`src/rtl/mmcm_pkg.sv`:
```
// Shared types and constants for the min/max normalizing color mapper.
package mmcm_pkg;

   // Quotient width of the range divider (full 24-bit color scale)
   localparam int QUOT_BITS = 24;
   // Grey scale is 2^GREY_BITS - 1
   localparam int GREY_BITS = 8;
   // Width of one color channel
   localparam int CHAN_BITS = 8;

   // Operation codes carried on the request tuser
   localparam logic OP_MEASURE = 1'b0;
   localparam logic OP_MAP     = 1'b1;

   // Lookup modes
   localparam logic MODE_GREY = 1'b0;
   localparam logic MODE_RGB  = 1'b1;

   // Sequencer states
   typedef enum logic [2:0] {
      ST_IDLE,
      ST_WORK,
      ST_START,
      ST_DIVIDE,
      ST_DONE
   } state_type;

endpackage

```
`src/rtl/minmax_normalize_colour_map.sv`:
```
// Auto-contrast color mapper: running min/max tracking and range normalization.
//
// Request beats carry a sample and an operation. A measure beat folds the
// sample into the running minimum and maximum (tuser bit 1 restarts both
// from the sample). A map beat returns floor(scale*(v-min)/(max-min)) as a
// color: scale 255 on all three channels in grey mode, 0xFFFFFF split into
// red/green/blue bytes in RGB mode. Flat range or v <= min gives 0, v >= max
// gives full scale. Every request beat yields exactly one response beat that
// also reports the range after the beat and a flat-range flag.
// The one-bit csr register selects grey (0) or RGB (1); write it while idle.
// Sequence: a beat is accepted in idle and evaluated in work; a map beat
// that needs division then starts the radix-2 divider, which produces one
// quotient bit per cycle over 24 bits, and waits for it. Saturated and flat
// map beats and measure beats go straight to done. One beat is in work at a
// time: the next request is accepted in the cycle after the response loads.
// The response sits in an output register: the next request is accepted and
// processed while it waits, and a stalled receiver holds the block only when
// a second result is ready to load. Reset clears the range to 0/0, the mode
// to grey and drops all valids.
module minmax_normalize_colour_map #(
   parameter int SAMPLE_BITS = 16,
   localparam int ReqDataBits = ((SAMPLE_BITS + 7) / 8) * 8,
   localparam int RspDataBits = ((3 * mmcm_pkg::CHAN_BITS + 2 * SAMPLE_BITS + 7) / 8) * 8
) (
   input  logic                   clock,
   input  logic                   reset,
   // configuration
   input  logic                   csr_wr_en,
   input  logic                   csr_wr_data,   // lut_mode
   // request channel
   input  logic                   req_tvalid,
   output logic                   req_tready,
   input  logic [ReqDataBits-1:0] req_tdata,     // sample
   input  logic [1:0]             req_tuser,     // operation, first
   // response channel
   output logic                   rsp_tvalid,
   input  logic                   rsp_tready,
   output logic [RspDataBits-1:0] rsp_tdata,     // red, green, blue, range_low, range_high
   output logic                   rsp_tuser      // flat_range
);
   import mmcm_pkg::*;

   localparam int ColorBits = 3 * CHAN_BITS;

   state_type                     state_ff, state_in;
   logic                          mode_ff;
   logic signed [SAMPLE_BITS-1:0] min_ff, min_in;
   logic signed [SAMPLE_BITS-1:0] max_ff, max_in;
   logic                          op_ff, op_in;
   logic                          first_ff, first_in;
   logic signed [SAMPLE_BITS-1:0] sample_ff, sample_in;
   logic [SAMPLE_BITS-1:0]        off_ff, off_in;
   logic [SAMPLE_BITS-1:0]        span_ff, span_in;
   logic [ColorBits-1:0]          color_ff, color_in;

   logic                          out_valid_ff, out_valid_in;
   logic [ColorBits-1:0]          out_color_ff, out_color_in;
   logic [SAMPLE_BITS-1:0]        out_low_ff, out_low_in;
   logic [SAMPLE_BITS-1:0]        out_high_ff, out_high_in;
   logic                          out_flat_ff, out_flat_in;

   logic signed [SAMPLE_BITS:0]   off_wide;
   logic signed [SAMPLE_BITS:0]   span_wide;
   logic                          div_start;
   logic                          div_done;
   logic [QUOT_BITS-1:0]          div_quot;

   // Offset and span of the sample against the latched range
   always_comb begin
      off_wide  = {sample_ff[SAMPLE_BITS-1], sample_ff} - {min_ff[SAMPLE_BITS-1], min_ff};
      span_wide = {max_ff[SAMPLE_BITS-1], max_ff} - {min_ff[SAMPLE_BITS-1], min_ff};
   end

   // Sequencer: next state, datapath loads and output register
   always_comb begin
      state_in     = state_ff;
      min_in       = min_ff;
      max_in       = max_ff;
      op_in        = op_ff;
      first_in     = first_ff;
      sample_in    = sample_ff;
      off_in       = off_ff;
      span_in      = span_ff;
      color_in     = color_ff;
      out_valid_in = out_valid_ff && !rsp_tready;
      out_color_in = out_color_ff;
      out_low_in   = out_low_ff;
      out_high_in  = out_high_ff;
      out_flat_in  = out_flat_ff;
      req_tready   = 1'b0;
      div_start    = 1'b0;

      case (state_ff)
         ST_IDLE: begin
            req_tready = 1'b1;
            if (req_tvalid) begin
               op_in     = req_tuser[0];
               first_in  = req_tuser[1];
               sample_in = req_tdata[SAMPLE_BITS-1:0];
               state_in  = ST_WORK;
            end
         end
         ST_WORK: begin
            off_in  = off_wide[SAMPLE_BITS-1:0];
            span_in = span_wide[SAMPLE_BITS-1:0];
            if (op_ff == OP_MEASURE) begin
               color_in = '0;
               if (first_ff) begin
                  min_in = sample_ff;
                  max_in = sample_ff;
               end else begin
                  if (sample_ff < min_ff) min_in = sample_ff;
                  if (sample_ff > max_ff) max_in = sample_ff;
               end
               state_in = ST_DONE;
            end else if (max_ff <= min_ff || sample_ff <= min_ff) begin
               // flat range or at/below minimum
               color_in = '0;
               state_in = ST_DONE;
            end else if (sample_ff >= max_ff) begin
               // full scale is all ones in both modes
               color_in = '1;
               state_in = ST_DONE;
            end else begin
               state_in = ST_START;
            end
         end
         ST_START: begin
            div_start = 1'b1;
            state_in  = ST_DIVIDE;
         end
         ST_DIVIDE: begin
            if (div_done) begin
               color_in = (mode_ff == MODE_RGB) ? div_quot
                                                : {3{div_quot[CHAN_BITS-1:0]}};
               state_in = ST_DONE;
            end
         end
         ST_DONE: begin
            if (!out_valid_ff || rsp_tready) begin
               out_valid_in = 1'b1;
               out_color_in = color_ff;
               out_low_in   = min_ff;
               out_high_in  = max_ff;
               out_flat_in  = (min_ff == max_ff);
               state_in     = ST_IDLE;
            end
         end
         default: state_in = ST_IDLE;
      endcase
   end

   // Control and range registers
   always_ff @(posedge clock) begin
      if (reset) begin
         state_ff     <= ST_IDLE;
         out_valid_ff <= 1'b0;
         min_ff       <= '0;
         max_ff       <= '0;
      end else begin
         state_ff     <= state_in;
         out_valid_ff <= out_valid_in;
         min_ff       <= min_in;
         max_ff       <= max_in;
      end
   end

   // Mode register
   always_ff @(posedge clock) begin
      if (reset) begin
         mode_ff <= MODE_GREY;
      end else if (csr_wr_en) begin
         mode_ff <= csr_wr_data;
      end
   end

   // Payload registers
   always_ff @(posedge clock) begin
      op_ff        <= op_in;
      first_ff     <= first_in;
      sample_ff    <= sample_in;
      off_ff       <= off_in;
      span_ff      <= span_in;
      color_ff     <= color_in;
      out_color_ff <= out_color_in;
      out_low_ff   <= out_low_in;
      out_high_ff  <= out_high_in;
      out_flat_ff  <= out_flat_in;
   end

   mmcm_divider #(
      .SAMPLE_BITS(SAMPLE_BITS)
   ) u_divider (
      .clock    (clock),
      .reset    (reset),
      .start    (div_start),
      .rgb_mode (mode_ff),
      .offset   (off_ff),
      .span     (span_ff),
      .done     (div_done),
      .quotient (div_quot)
   );

   // Response beat: red in the low byte, then green, blue, low, high
   assign rsp_tvalid = out_valid_ff;
   assign rsp_tuser  = out_flat_ff;
   assign rsp_tdata  = RspDataBits'({out_high_ff, out_low_ff,
                                     out_color_ff[CHAN_BITS-1:0],
                                     out_color_ff[2*CHAN_BITS-1:CHAN_BITS],
                                     out_color_ff[ColorBits-1:2*CHAN_BITS]});

   // Range stays ordered
   assert property (@(posedge clock) disable iff (reset) min_ff <= max_ff)
      else $error("running minimum above running maximum");

   // Divider finishes only while the sequencer waits for it
   assert property (@(posedge clock) disable iff (reset) div_done |-> state_ff == ST_DIVIDE)
      else $error("divider done outside divide state");

   // Flat flag matches the reported range
   assert property (@(posedge clock) disable iff (reset)
      rsp_tvalid |-> (rsp_tuser == (out_low_ff == out_high_ff)))
      else $error("flat flag disagrees with range");

   // Flat range always carries a black color
   assert property (@(posedge clock) disable iff (reset)
      (rsp_tvalid && rsp_tuser) |-> (out_color_ff == '0))
      else $error("nonzero color on flat range");

endmodule

```
`src/rtl/mmcm_divider.sv`:
```
// Radix-2 restoring divider: floor(scale * offset / span), one quotient bit per cycle.
module mmcm_divider #(
   parameter int SAMPLE_BITS = 16
) (
   input  logic                             clock,
   input  logic                             reset,
   input  logic                             start,
   input  logic                             rgb_mode,
   input  logic [SAMPLE_BITS-1:0]           offset,
   input  logic [SAMPLE_BITS-1:0]           span,     // held stable while busy
   output logic                             done,
   output logic [mmcm_pkg::QUOT_BITS-1:0]   quotient
);
   import mmcm_pkg::*;

   localparam int ProdBits  = SAMPLE_BITS + QUOT_BITS;
   localparam int CountBits = $clog2(QUOT_BITS + 1);

   logic [ProdBits-1:0]    off_ext;
   logic [ProdBits-1:0]    prod_scaled;
   logic [ProdBits-1:0]    prod;
   logic [SAMPLE_BITS:0]   trial;
   logic [SAMPLE_BITS:0]   diff;
   logic                   fits;

   logic [SAMPLE_BITS-1:0] rem_ff,  rem_in;
   logic [QUOT_BITS-1:0]   num_ff,  num_in;
   logic [QUOT_BITS-1:0]   quot_ff, quot_in;
   logic [CountBits-1:0]   cnt_ff,  cnt_in;
   logic                   busy_ff, busy_in;
   logic                   done_ff, done_in;

   // Dividend scale*offset as a shift and subtract: offset * (2^k - 1)
   always_comb begin
      off_ext     = ProdBits'(offset);
      prod_scaled = (rgb_mode == MODE_RGB) ? (off_ext << QUOT_BITS) : (off_ext << GREY_BITS);
      prod        = prod_scaled - off_ext;
   end

   // Trial subtract of one partial remainder
   always_comb begin
      trial = {rem_ff, num_ff[QUOT_BITS-1]};
      diff  = trial - {1'b0, span};
      fits  = (trial >= {1'b0, span});
   end

   // Next values: load on start, else shift one bit per cycle while busy
   always_comb begin
      rem_in  = rem_ff;
      num_in  = num_ff;
      quot_in = quot_ff;
      cnt_in  = cnt_ff;
      busy_in = busy_ff;
      done_in = 1'b0;
      if (start) begin
         // top bits are below span since offset < span
         rem_in  = prod[ProdBits-1:QUOT_BITS];
         num_in  = prod[QUOT_BITS-1:0];
         quot_in = '0;
         cnt_in  = CountBits'(QUOT_BITS);
         busy_in = 1'b1;
      end else if (busy_ff) begin
         rem_in  = fits ? diff[SAMPLE_BITS-1:0] : trial[SAMPLE_BITS-1:0];
         num_in  = {num_ff[QUOT_BITS-2:0], 1'b0};
         quot_in = {quot_ff[QUOT_BITS-2:0], fits};
         cnt_in  = cnt_ff - CountBits'(1);
         if (cnt_ff == CountBits'(1)) begin
            busy_in = 1'b0;
            done_in = 1'b1;
         end
      end
   end

   // Control registers
   always_ff @(posedge clock) begin
      if (reset) begin
         busy_ff <= 1'b0;
         done_ff <= 1'b0;
         cnt_ff  <= '0;
      end else begin
         busy_ff <= busy_in;
         done_ff <= done_in;
         cnt_ff  <= cnt_in;
      end
   end

   // Datapath shift registers
   always_ff @(posedge clock) begin
      rem_ff  <= rem_in;
      num_ff  <= num_in;
      quot_ff <= quot_in;
   end

   assign done     = done_ff;
   assign quotient = quot_ff;

endmodule

```
`config.mk`:
```
export PLATFORM = sky130hd
export DESIGN_NAME = minmax_normalize_colour_map
export DESIGN_NICKNAME = d
export VERILOG_FILES = /design/src/rtl/mmcm_pkg.sv /design/src/rtl/minmax_normalize_colour_map.sv /design/src/rtl/mmcm_divider.sv
export SDC_FILE = /design/constraint.sdc
export NUM_CORES = 1
export LEC_CHECK = 0
export BUFFER_PORTS_ARGS = -buffer_cell sky130_fd_sc_hd__buf_2
export CORE_MARGIN = 2
export CORE_UTILIZATION = 45
export CTS_BUF_LIST = sky130_fd_sc_hd__clkbuf_8
export CTS_CLUSTER_DIAMETER = 150
export DETAILED_ROUTE_END_ITERATION = 8
export PLACE_DENSITY = 0.74
export SETUP_SLACK_MARGIN = 0.5
export SLEW_MARGIN = 20
export SYNTH_ARGS = -nofsm -noshare
export SYNTH_HDL_FRONTEND = slang
export SYNTH_SLANG_ARGS = --single-unit
```
`constraint.sdc`:
```
create_clock -name clock -period 6.6 [get_ports clock]
set_input_delay 0.99 -clock clock [delete_from_list [all_inputs] [get_ports clock]]
set_output_delay 0.99 -clock clock [all_outputs]
set_load 0.02 [all_outputs]
```
==> metrics.md, run 1 <==
| Metric | Value |
|---|---|
| Reg-to-reg startpoint | mode_ff$_SDFFE_PP0P_ |
| Max IR drop VDD | 209 uV |
| Number of synthesized register bits | 239 |
| Avg Inst Size Synth | 10.5 um^2 |
| Cell Area, Placed | 0.0135 mm^2 |
| Number of cells on the worst reg-to-reg path | 10 |
| Largest net degree at the start of global routing | 64 |
| Antenna cells | 0 |
| Wire length per cell | 16.7 um |
| Vias per cell | 5.51 |
| Site Rows | 61 |
| Final Wtd Congestion | 0.910 |
| Leakage power | 5.80 nW |
| Placed insts | 1636 |
| Main synth FF type | edfxtp_1 |
| Hold_buf cts | 0 |
| Vias in the first global route | 9008 |
| Status | finished, final reports clean |
| Worst hold endpoint | out_color_ff[20]$_DFFE_PP_ |
| Tightest Pin Transition | 892 ps |
| HPWL after DPL | 20.4 mm |
| CP arrival | 3820 ps |
| Final period util | 53.9% |
| Initial antenna violation count | 0 |
| WS Path Type | reg2reg |
| DRC violations left | 0 |
| Crit-path max FO | 62 |
| CTS tree | built |
| Area Overhead vs Synth | 12.5% |
| GR Overflow Total | 0 |
| CP peak stage delay | 730 ps |
| Synth warnings | 0 |
| Worst Hold Launch | color_ff[20]$_DFFE_PP_ |
| Clock latency on the worst-skew pair | 550 ps |
| Final Hold Vio Count | 0 |
| TNS Setup | 0 ps |
| CTS HTree Levels | 2 |
| Clock Path Buffers | 3 |
| Slowest stage cell, crit path | a311oi_1 |
| Crit start category | register |
| Slew Viols, Final | 0 |
| Crit path buf inv count | 1 |
| Via Count | 9427 |
| First-pass GRT wire length | 45.6 mm |
| Setup Skew | 23.4 ps |
| Crit path max-delay family | compound AO/OA/AOI/OAI gates |
| RSZ-0062 raised after global routing | no |
| Initial core utilization | 45.7% |
| HP Class | reg2reg |
| Flop2flop setup slack | 3040 ps |
| CP dominant cell by count | a311oi_1 |
| Routed Wire Length | 28.6 mm |
| Number of synthesized flops with an enable pin | 171 |
| Die Y | 172 um |
| DRT iter0 DRCs | 651 |
| Full die area | 0.0297 mm^2 |
| Core ar. | 0.0279 mm^2 |
| Synth Instances | 1208 |
| CTS Buf Count | 40 |
| Clk root buf | clkbuf_8 |
| Layout cells sized above 1 | 13.0% |
| Io pins | 83 |
| Cts repair resizes | 0 |
| Setup ws final | 3040 ps |
| Setup crit end kind | register |
| Async set or reset register ratio after synthesis | 0% |
| Nets@finish | 1402 |
| Maximum clock rate | 0.281 GHz |
| Sequential area share after synthesis | 51.0% |
| # setup viols final | 0 |
| Die width | 172 um |
| Max_slew headroom | 40.5% |
| Total track usage | 19.4% |
| Cell area after synthesis | 0.0127 mm^2 |
| Worst slack at placement | 2970 ps |
| Design Power | 3.83 mW |
| P per Cell Area | 267 mW/mm^2 |
| Tmin final | 3560 ps |
| Net Count, Synth | 1310 |
| Sinks on Clock Net | 239 |
| # port buffers | 82 |
| Post-CTS setup buffers | 0 |
| Maxcap violations | 0 |
| Pre-Repair DR Iteration Count | 5 |
| Reg-to-reg endpoint | u_divider.rem_ff[9]$_DFFE_PP_ |
| Hold depth | 0 |
| Final Instance Area | 0.0143 mm^2 |
| WHS | 418 ps |
| Final core occ | 51.4% |
| Routed Antenna Nets | 0 |
| Worst Path Required | 6860 ps |
| Synth cell types | 73 |
| Non-Filler Instances | 1710 |
| Clk slew on worst S/H paths | 70 ps |
| Critical Path, Cell by Cell | buf_4 > nor2_1 > ha_1 > a21o_1 > a21oi_1 > nand3_1 > a311oi_1 > a311oi_1 > a211oi_1 > a31oi_1 |
[final cells by class]
cell class                 instances  area [um^2]
fill                            2542        13500
timing repair buffer              92          485
multi-input combinational        848         5800
sequential                       239         6500
clock inverter                    33          215
inverter                          79          297
tap                              378          473
clock buffer                      41          564
[cells in the mapped netlist, types with 13 or more instances]
| master | count | area share [%] |
|---|---|---|
| a21o_1 | 27 | 1.6 |
| a21oi_1 | 89 | 3.5 |
| clkbuf_1 | 28 | 0.82 |
| dfxtp_1 | 68 | 11 |
| edfxtp_1 | 171 | 40 |
| ha_1 | 75 | 7.4 |
| inv_1 | 79 | 2.3 |
| mux2i_1 | 64 | 5.0 |
| nand2_1 | 99 | 2.9 |
| nand3_1 | 17 | 0.67 |
| nor2_1 | 114 | 3.4 |
| nor2b_1 | 22 | 1.1 |
| nor3_1 | 24 | 0.94 |
| o21a_1 | 13 | 0.77 |
| o21ai_0 | 56 | 2.2 |
| or3_1 | 14 | 0.69 |
| xnor2_1 | 32 | 2.2 |
| xor2_1 | 21 | 1.4 |
[cells in the final DEF (no fill, tap or decap), types with 11 or more instances in the layout]
master / count
xnor2_1: 32
mux2i_1: 64
nand2b_1: 11
a31oi_1: 11
nor2b_1: 21
ha_1: 75
clkbuf_8: 41
o21ai_0: 56
a21oi_1: 89
nand3_1: 17
nor3_1: 24
inv_1: 93
a21o_1: 27
nor4_1: 12
or3_1: 14
nand2_1: 99
nor2_1: 114
edfxtp_1: 171
dfxtp_1: 67
xor2_1: 21
o21a_1: 13
buf_2: 82
[flip-flops by register name, summed over array words and instances (netlist names), 24 cells and up]
register	flops
color_ff	24
out_color_ff	24
u_divider.num_ff	24
u_divider.quotient	24
[report_power, final]
part           switching [mW]  leakage [nW]  total (mW)  internal, mW
clock network           0.596         0.446        1.27         0.670
registers              0.0667          2.14        1.81          1.74
logic                   0.453          3.22       0.755         0.302
total                    1.12          5.80        3.83          2.72
[cells by family after synthesis]
family                   after synthesis  synth area share (%)
AO/OA/AOI/OAI                        289                  15.1
flip-flops                           239                  51.0
adder cells (fa/ha/maj)               78                  7.84
buffers and inverters                121                  3.68
AND/OR/NAND/NOR                      361                  13.5
multiplexers                          67                  5.29
XOR/XNOR                              53                  3.64
[layer usage]
metal  vias to the layer above  global-route usage [%]  part of all wire [%]
met3                        57                    3.34                   5.1
met2                       274                    32.0                    46
met4                         0                    6.36                   2.6
li1                       4627                       -                     -
met1                      4469                    26.0                    46
met5                         -                       0                     0
[worst max-delay path by stage]
| stage | from | end | slack, ps | depth (start not counted) |
|---|---|---|---|---|
| after global routing | mode_ff$_SDFFE_PP0P_ | u_divider.rem_ff[9]$_DFFE_PP_ | 2820 | 10 |
| after CTS | sample_ff[2]$_DFFE_PP_ | color_ff[9]$_DFFE_PP_ | 2940 | 8 |
| after detailed placement | sample_ff[2]$_DFFE_PP_ | color_ff[18]$_DFFE_PP_ | 2970 | 8 |
| after floorplan | mode_ff$_SDFFE_PP0P_ | u_divider.num_ff[22]$_DFFE_PP_ | 2780 | 14 |
| final | mode_ff$_SDFFE_PP0P_ | u_divider.rem_ff[9]$_DFFE_PP_ | 3040 | 10 |
| after global placement | sample_ff[0]$_DFFE_PP_ | color_ff[18]$_DFFE_PP_ | 3070 | 10 |
Power figures use the tool's default switching activity.
==> inputs of run 2 (changes only) <==
--- a/config.mk
+++ b/config.mk
@@ -5,6 +5,7 @@
 export SDC_FILE = /design/constraint.sdc
 export NUM_CORES = 1
 export LEC_CHECK = 0
+export ABC_AREA = 1
 export BUFFER_PORTS_ARGS = -buffer_cell sky130_fd_sc_hd__buf_2
 export CORE_MARGIN = 2
 export CORE_UTILIZATION = 45
==> constraint.sdc (replaced) <==
create_clock -name clock -period 3.5 [get_ports clock]
set_input_delay 0.525 -clock clock [delete_from_list [all_inputs] [get_ports clock]]
set_output_delay 0.525 -clock clock [all_outputs]
set_load 0.02 [all_outputs]
==> run 2 against run 1 <==
Compared with the run above:
- critical path depth increased by 5
- largest cell class unchanged
- clock skew decreased by 5.9 ps
- flip-flop and latch count unchanged
- sequential power increased by 100%
- via count increased by 8.6%
- critical path type unchanged
- largest power group unchanged
==> metrics.md, run 2 <==
| Metric | Value |
|---|---|
| Cts repair resizes | 0 |
| Filler instances | 2600 |
| Slew Viols, Final | 0 |
| Crit start category | register |
| Final Hold Vio Count | 0 |
| Clk slew on worst S/H paths | 70 ps |
| Tmin final | 2780 ps |
| Pre-Repair DR Iteration Count | 5 |
| Wire length per cell | 15.3 um |
| CTS HTree Levels | 2 |
| Cell Area, Placed | 0.0139 mm^2 |
| Net Sw Power | 2.94 mW |
| Maximum clock rate | 0.359 GHz |
| Clock power share | 28.9% |
| WS Path Type | reg2reg |
| Number of synthesized register bits | 239 |
| Switching Share | 33.7% |
| Layout cells sized above 1 | 14.1% |
| Total track usage | 19.9% |
| Leakage power | 6.39 nW |
| Routed Antenna Nets | 0 |
| DRC violations left | 0 |
| Tightest Pin Transition | 895 ps |
| CP arrival | 3050 ps |
| Critical Path, Cell by Cell | inv_1 > ha_1 > fa_1 > nand3b_1 > nand2_1 > nand2_1 > nand2_1 > nand2_1 > nand3_1 > nand3_1 > nor2_2 > nand2_1 > nand3_1 > inv_1 > buf_6 |
| Synth top area cells | edfxtp_1 (39%), dfxtp_1 (10%), nand2_1 (9.5%) |
| Combinational share of power | 28.5% |
| TNS Setup | 0 ps |
| HP Class | in2reg |
| Antenna cells | 0 |
| Via Count | 10200 |
| Crit path buf inv count | 3 |
| Area Overhead vs Synth | 12.6% |
| Slowest stage cell, crit path | fa_1 |
| Number of synthesized flops with an enable pin | 171 |
| Crit-path max FO | 24 |
| CTS Buf Count | 38 |
| Yosys top cell by area | edfxtp_1 |
| Cell area after synthesis | 0.0131 mm^2 |
| Sequential cell area | 0.00650 mm^2 |
| Setup Skew | 17.5 ps |
| Core ar. | 0.0286 mm^2 |
| Post-CTS setup buffers | 0 |
| # port buffers | 82 |
| Initial antenna violation count | 0 |
| Synth warnings | 0 |
| Reg-to-reg startpoint | max_ff[0]$_SDFFE_PP0P_ |
| Maxcap violations | 0 |
| Site Rows | 62 |
| Synth cell types | 53 |
| Largest net degree at the start of global routing | 42 |
| Final Instance Area | 0.0147 mm^2 |
| Max_slew headroom | 40.2% |
| Routed Wire Length | 30.3 mm |
| Hold_buf cts | 0 |
| GR Overflow Total | 0 |
| Main synth FF type | edfxtp_1 |
| Sequential area share after synthesis | 49.7% |
| Avg Inst Size Synth | 8.93 um^2 |
| Die width | 174 um |
| Clock latency on the worst-skew pair | 540 ps |
| Most common cell in the synthesized netlist | nand2_1 |
| Clock Path Buffers | 3 |
| CP dominant cell by count | nand2_1 |
| Full die area | 0.0304 mm^2 |
| Final Wtd Congestion | 0.915 |
| Flop pwr share | 42.5% |
| Die Y | 174 um |
| Io pins | 83 |
| Nets@finish | 1666 |
| Commonest non-fill, non-tap cell in the layout | nand2_1 |
| Critical path startpoint | max_ff[0]$_SDFFE_PP0P_ |
| CTS tree | built |
| Final period util | 79.6% |
| CP peak stage delay | 400 ps |
| Most frequent cells in the layout | nand2_1 (332), inv_1 (198), edfxtp_1 (171), a21oi_1 (105), nor2_1 (103) |
| Setup crit end kind | register |
| Synth Instances | 1464 |
| Sinks on Clock Net | 239 |
| Net Count, Synth | 1566 |
| Post-synth top area share | 39.3% |
| Footprint of the multi-input gates | 0.00566 mm^2 |
| HPWL after DPL | 22.6 mm |
| Initial core utilization | 45.7% |
| Worst Path Required | 3770 ps |
| # setup viols final | 0 |
| Status | finished, final reports clean |
| Pint | 5.78 mW |
| Synth top cells by count | nand2_1 (332), inv_1 (189), edfxtp_1 (171) |
| RSZ-0062 raised after global routing | no |
| DRT iter0 DRCs | 757 |
| Worst Hold Launch | req_tdata[8] |
| Vias per cell | 5.18 |
| Async set or reset register ratio after synthesis | 0% |
| Clk root buf | clkbuf_8 |
| P per Cell Area | 592 mW/mm^2 |
| First-pass GRT wire length | 49.1 mm |
| Vias in the first global route | 9766 |
| Crit path max-delay family | simple AND/OR/NAND/NOR gates |
| Max IR drop VDD | 457 uV |
run 2: final cells by class:
class	instances	area share, %
clock buffer	45	4.21
clock inverter	25	1.35
inverter	193	4.94
multi-input combinational	995	38.5
sequential	239	44.1
tap	384	3.26
timing repair buffer	97	3.66
run 2: logic make-up (layout without fill, tap and decap cells):
| logic type | after synthesis | after routing | share of synthesized area, % |
|---|---|---|---|
| and+or+nand+nor | 607 | 607 | 20.4 |
| AOI/OAI and AO/OA | 256 | 256 | 11.5 |
| DFF | 239 | 239 | 49.7 |
| buffers and inverters | 230 | 360 | 7.14 |
| adders and majority gates | 78 | 78 | 7.64 |
| xor gates and xnor gates | 54 | 54 | 3.62 |
run 2: path summary, 6_finish.rpt:
kind                                     to  slack [ps]  cells past startpoint
setup / recovery     color_ff[19]$_DFFE_PP_         720                     15
hold / removal       sample_ff[8]$_DFFE_PP_         160                      1
setup reg to reg     color_ff[19]$_DFFE_PP_         720                     15
hold reg to reg   out_color_ff[7]$_DFFE_PP_         420                      0
run 2: metrics by stage:
step                      util, %  cells  setup slack (ps)  total power, mW  hold slack, ps
after floorplan                 -   1464               686             5.59             400
after global placement       48.6   1908               780             6.18             407
after detailed placement     48.6   1908               723             6.23             405
after CTS                    51.4   1978               710             8.76             132
after global routing         51.4   1978               524             9.25             127
final                        51.4   1978               715             8.72             161
run 2: worst register-to-register path, delay by kind of cell, from the launching register on:
family / cells / cell delay (ps)
AND/OR/NAND/NOR: 10 / 1230
adder cells (fa/ha/maj): 2 / 620
flip-flops: 1 / 380
buffers and inverters: 3 / 280
run 2: power by group through the flow:
stage | Combinational, mW | Sequential, mW | Clock, mW
floorplan | 1.81 | 3.78 | 0
global placement | 2.42 | 3.76 | 0
finish | 2.49 | 3.71 | 2.52
CTS | 2.48 | 3.71 | 2.58
detailed placement | 2.47 | 3.76 | 0
global route | 2.81 | 3.74 | 2.71
run 2: per-layer routing:
metal / track usage (%) / vias up / part of all wire [%]
met3: 3.17 / 40 / 6.2
met4: 5.92 / 0 / 1.9
met1: 27.6 / 4764 / 46
met2: 32.3 / 307 / 46
li1: - / 5129 / -
met5: 0 / - / 0
==> inputs of run 3 (changes only) <==
==> constraint.sdc (replaced) <==
create_clock -name clock -period 2.9 [get_ports clock]
set_input_delay 0.435 -clock clock [delete_from_list [all_inputs] [get_ports clock]]
set_output_delay 0.435 -clock clock [all_outputs]
set_load 0.02 [all_outputs]
==> run 3 against run 2 <==
Compared with the run above:
- via count is 6.0% higher
- clock power is 25% higher
- design area is 9.5% higher
- clock-buffer cell count is 3 lower
- worst hold slack worse by 110 ps
- register-to-register slack worse by 380 ps
- wire length is 12% higher
- sequential power is 21% higher
- utilization is 4.9 points higher
- fmax is 8.7% higher
- largest power group unchanged
==> metrics.md, run 3 (same netlist as run 2, synthesis figures left out) <==
| Metric | Value |
|---|---|
| Layout cells sized above 1 | 25.9% |
| Combinational share of power | 33.1% |
| Maxcap violations | 0 |
| DRC violations left | 0 |
| Routed Wire Length | 33.8 mm |
| Worst Path Required | 3190 ps |
| CTS tree | built |
| Setup ws final | 338 ps |
| DRT iter0 DRCs | 874 |
| Max_slew headroom | 61.6% |
| Die Y | 174 um |
| Clock power share | 27.6% |
| CTS Buf Count | 41 |
| # setup viols final | 0 |
| Site Rows | 62 |
| Full die area | 0.0304 mm^2 |
| Status | finished, final reports clean |
| Nets@finish | 1736 |
| Maximum clock rate | 0.390 GHz |
| Wire length per cell | 16.5 um |
| Net Sw Power | 3.97 mW |
| Crit path buf inv count | 2 |
| Initial core utilization | 45.7% |
| Sequential cell area | 0.00652 mm^2 |
| Final period util | 88.3% |
| Flop pwr share | 39.3% |
| HPWL after DPL | 23.3 mm |
| Initial antenna violation count | 0 |
| # port buffers | 82 |
| Clock latency on the worst-skew pair | 560 ps |
| HP Class | in2reg |
| Slew Viols, Final | 0 |
| Crit path max-delay family | simple AND/OR/NAND/NOR gates |
| Final Wtd Congestion | 0.917 |
| Clk root buf | clkbuf_8 |
| Critical Path, Cell by Cell | ha_2 > nand2_1 > nor2_1 > nand2_2 > nand2_2 > nand2_2 > nand3_4 > nand2_2 > nor2_4 > nand2_2 > nand3_2 > clkinvlp_4 > buf_12 |
| Crit start category | register |
| Die width | 174 um |
| Most frequent cells in the layout | nand2_1 (310), inv_1 (186), edfxtp_1 (171), a21oi_1 (90), nor2_1 (83) |
| Clk slew on worst S/H paths | 60 ps |
| Leakage power | 6.83 nW |
| Crit-path max FO | 12 |
| Max IR drop VDD | 567 uV |
| Commonest non-fill, non-tap cell in the layout | nand2_1 |
| Switching Share | 34.7% |
| P per Cell Area | 708 mW/mm^2 |
| Setup crit end kind | register |
| CP dominant cell by count | nand2_2 |
| Vias in the first global route | 10100 |
| Io pins | 83 |
| CP arrival | 2860 ps |
| Tightest Pin Transition | 574 ps |
| Pre-Repair DR Iteration Count | 5 |
| WS Path Type | reg2reg |
| Largest net degree at the start of global routing | 44 |
| Via Count | 10900 |
| Slowest stage cell, crit path | edfxtp_1 |
| Final core occ | 56.3% |
| Core ar. | 0.0286 mm^2 |
| TNS Setup | 0 ps |
| RSZ-0062 raised after global routing | yes |
| Pint | 7.45 mW |
| Tmin final | 2560 ps |
| Antenna cells | 0 |
| Setup Skew | 38.9 ps |
| Vias per cell | 5.29 |
| GR Overflow Total | 0 |
| CTS HTree Levels | 2 |
| Worst slack at placement | 195 ps |
| Final Hold Vio Count | 0 |
| Filler instances | 2391 |
| Routed Antenna Nets | 0 |
| Total track usage | 20.7% |
| Footprint of the multi-input gates | 0.00644 mm^2 |
| Sinks on Clock Net | 239 |
| Clock Path Buffers | 3 |
| Area Overhead vs Synth | 23.3% |
| CP peak stage delay | 470 ps |
| First-pass GRT wire length | 50.6 mm |
run 3: power groups by stage:
stage / Clock [mW] / Combinational, mW / Sequential [mW]
after floorplan: 0 / 2.24 / 4.56
after global placement: 0 / 3.02 / 4.54
after detailed placement: 0 / 3.08 / 4.55
after CTS: 3.23 / 3.23 / 4.47
after global routing: 3.36 / 4.13 / 4.51
final: 3.15 / 3.78 / 4.48
run 3: what timing repair did:
item	in CTS	in global routing
hold buffers	0	0
pin swaps	8	44
buffers inserted	13	44
resized for setup	37	135
gates cloned	0	3
endpoints found under the setup margin	66	105
run 3: area by class of cell:
| type | instances | area share, % |
|---|---|---|
| inverter | 193 | 4.53 |
| tap | 384 | 2.98 |
| timing repair buffer | 163 | 6.81 |
| multi-input combinational | 996 | 39.9 |
| clock buffer | 42 | 3.59 |
| clock inverter | 34 | 1.73 |
| sequential | 239 | 40.4 |
run 3: layer usage:
layer | global-route usage, % | wire length [um]
met1 | 28.3 | 15000
met5 | 0 | 0
met2 | 32.8 | 15500
met3 | 3.22 | 2090
met4 | 8.40 | 1200
run 3: metrics by stage:
step           instances  hold WS [ps]  power [mW]  area, um^2
2_1_floorplan       1464           400        6.80       13200
3_3_place_gp        1915           409        7.56       14100
3_5_place_dp        1915           407        7.63       14100
4_1_cts             2004          20.7        10.9       15200
5_1_grt             2051          25.8        12.0       16100
6_report            2051          47.7        11.4       16100
run 3: path summary, 6_finish.rpt:
kind,start,to,slack (ps),depth (start not counted)
setup / recovery,sample_ff[6]$_DFFE_PP_,color_ff[3]$_DFFE_PP_,340,13
hold / removal,req_tdata[8],sample_ff[8]$_DFFE_PP_,50,1
setup reg to reg,sample_ff[6]$_DFFE_PP_,color_ff[3]$_DFFE_PP_,340,13
hold reg to reg,color_ff[21]$_DFFE_PP_,out_color_ff[21]$_DFFE_PP_,420,0
run 3: worst reg2reg max path, cell delays in order (launching register included):
cell	delay (ps)
edfxtp_1	470
ha_2	420
nand2_1	100
nor2_1	220
nand2_2	100
nand2_2	80
nand2_2	70
nand3_4	80
nand2_2	70
nor2_4	160
nand2_2	90
nand3_2	90
clkinvlp_4	160
buf_12	190
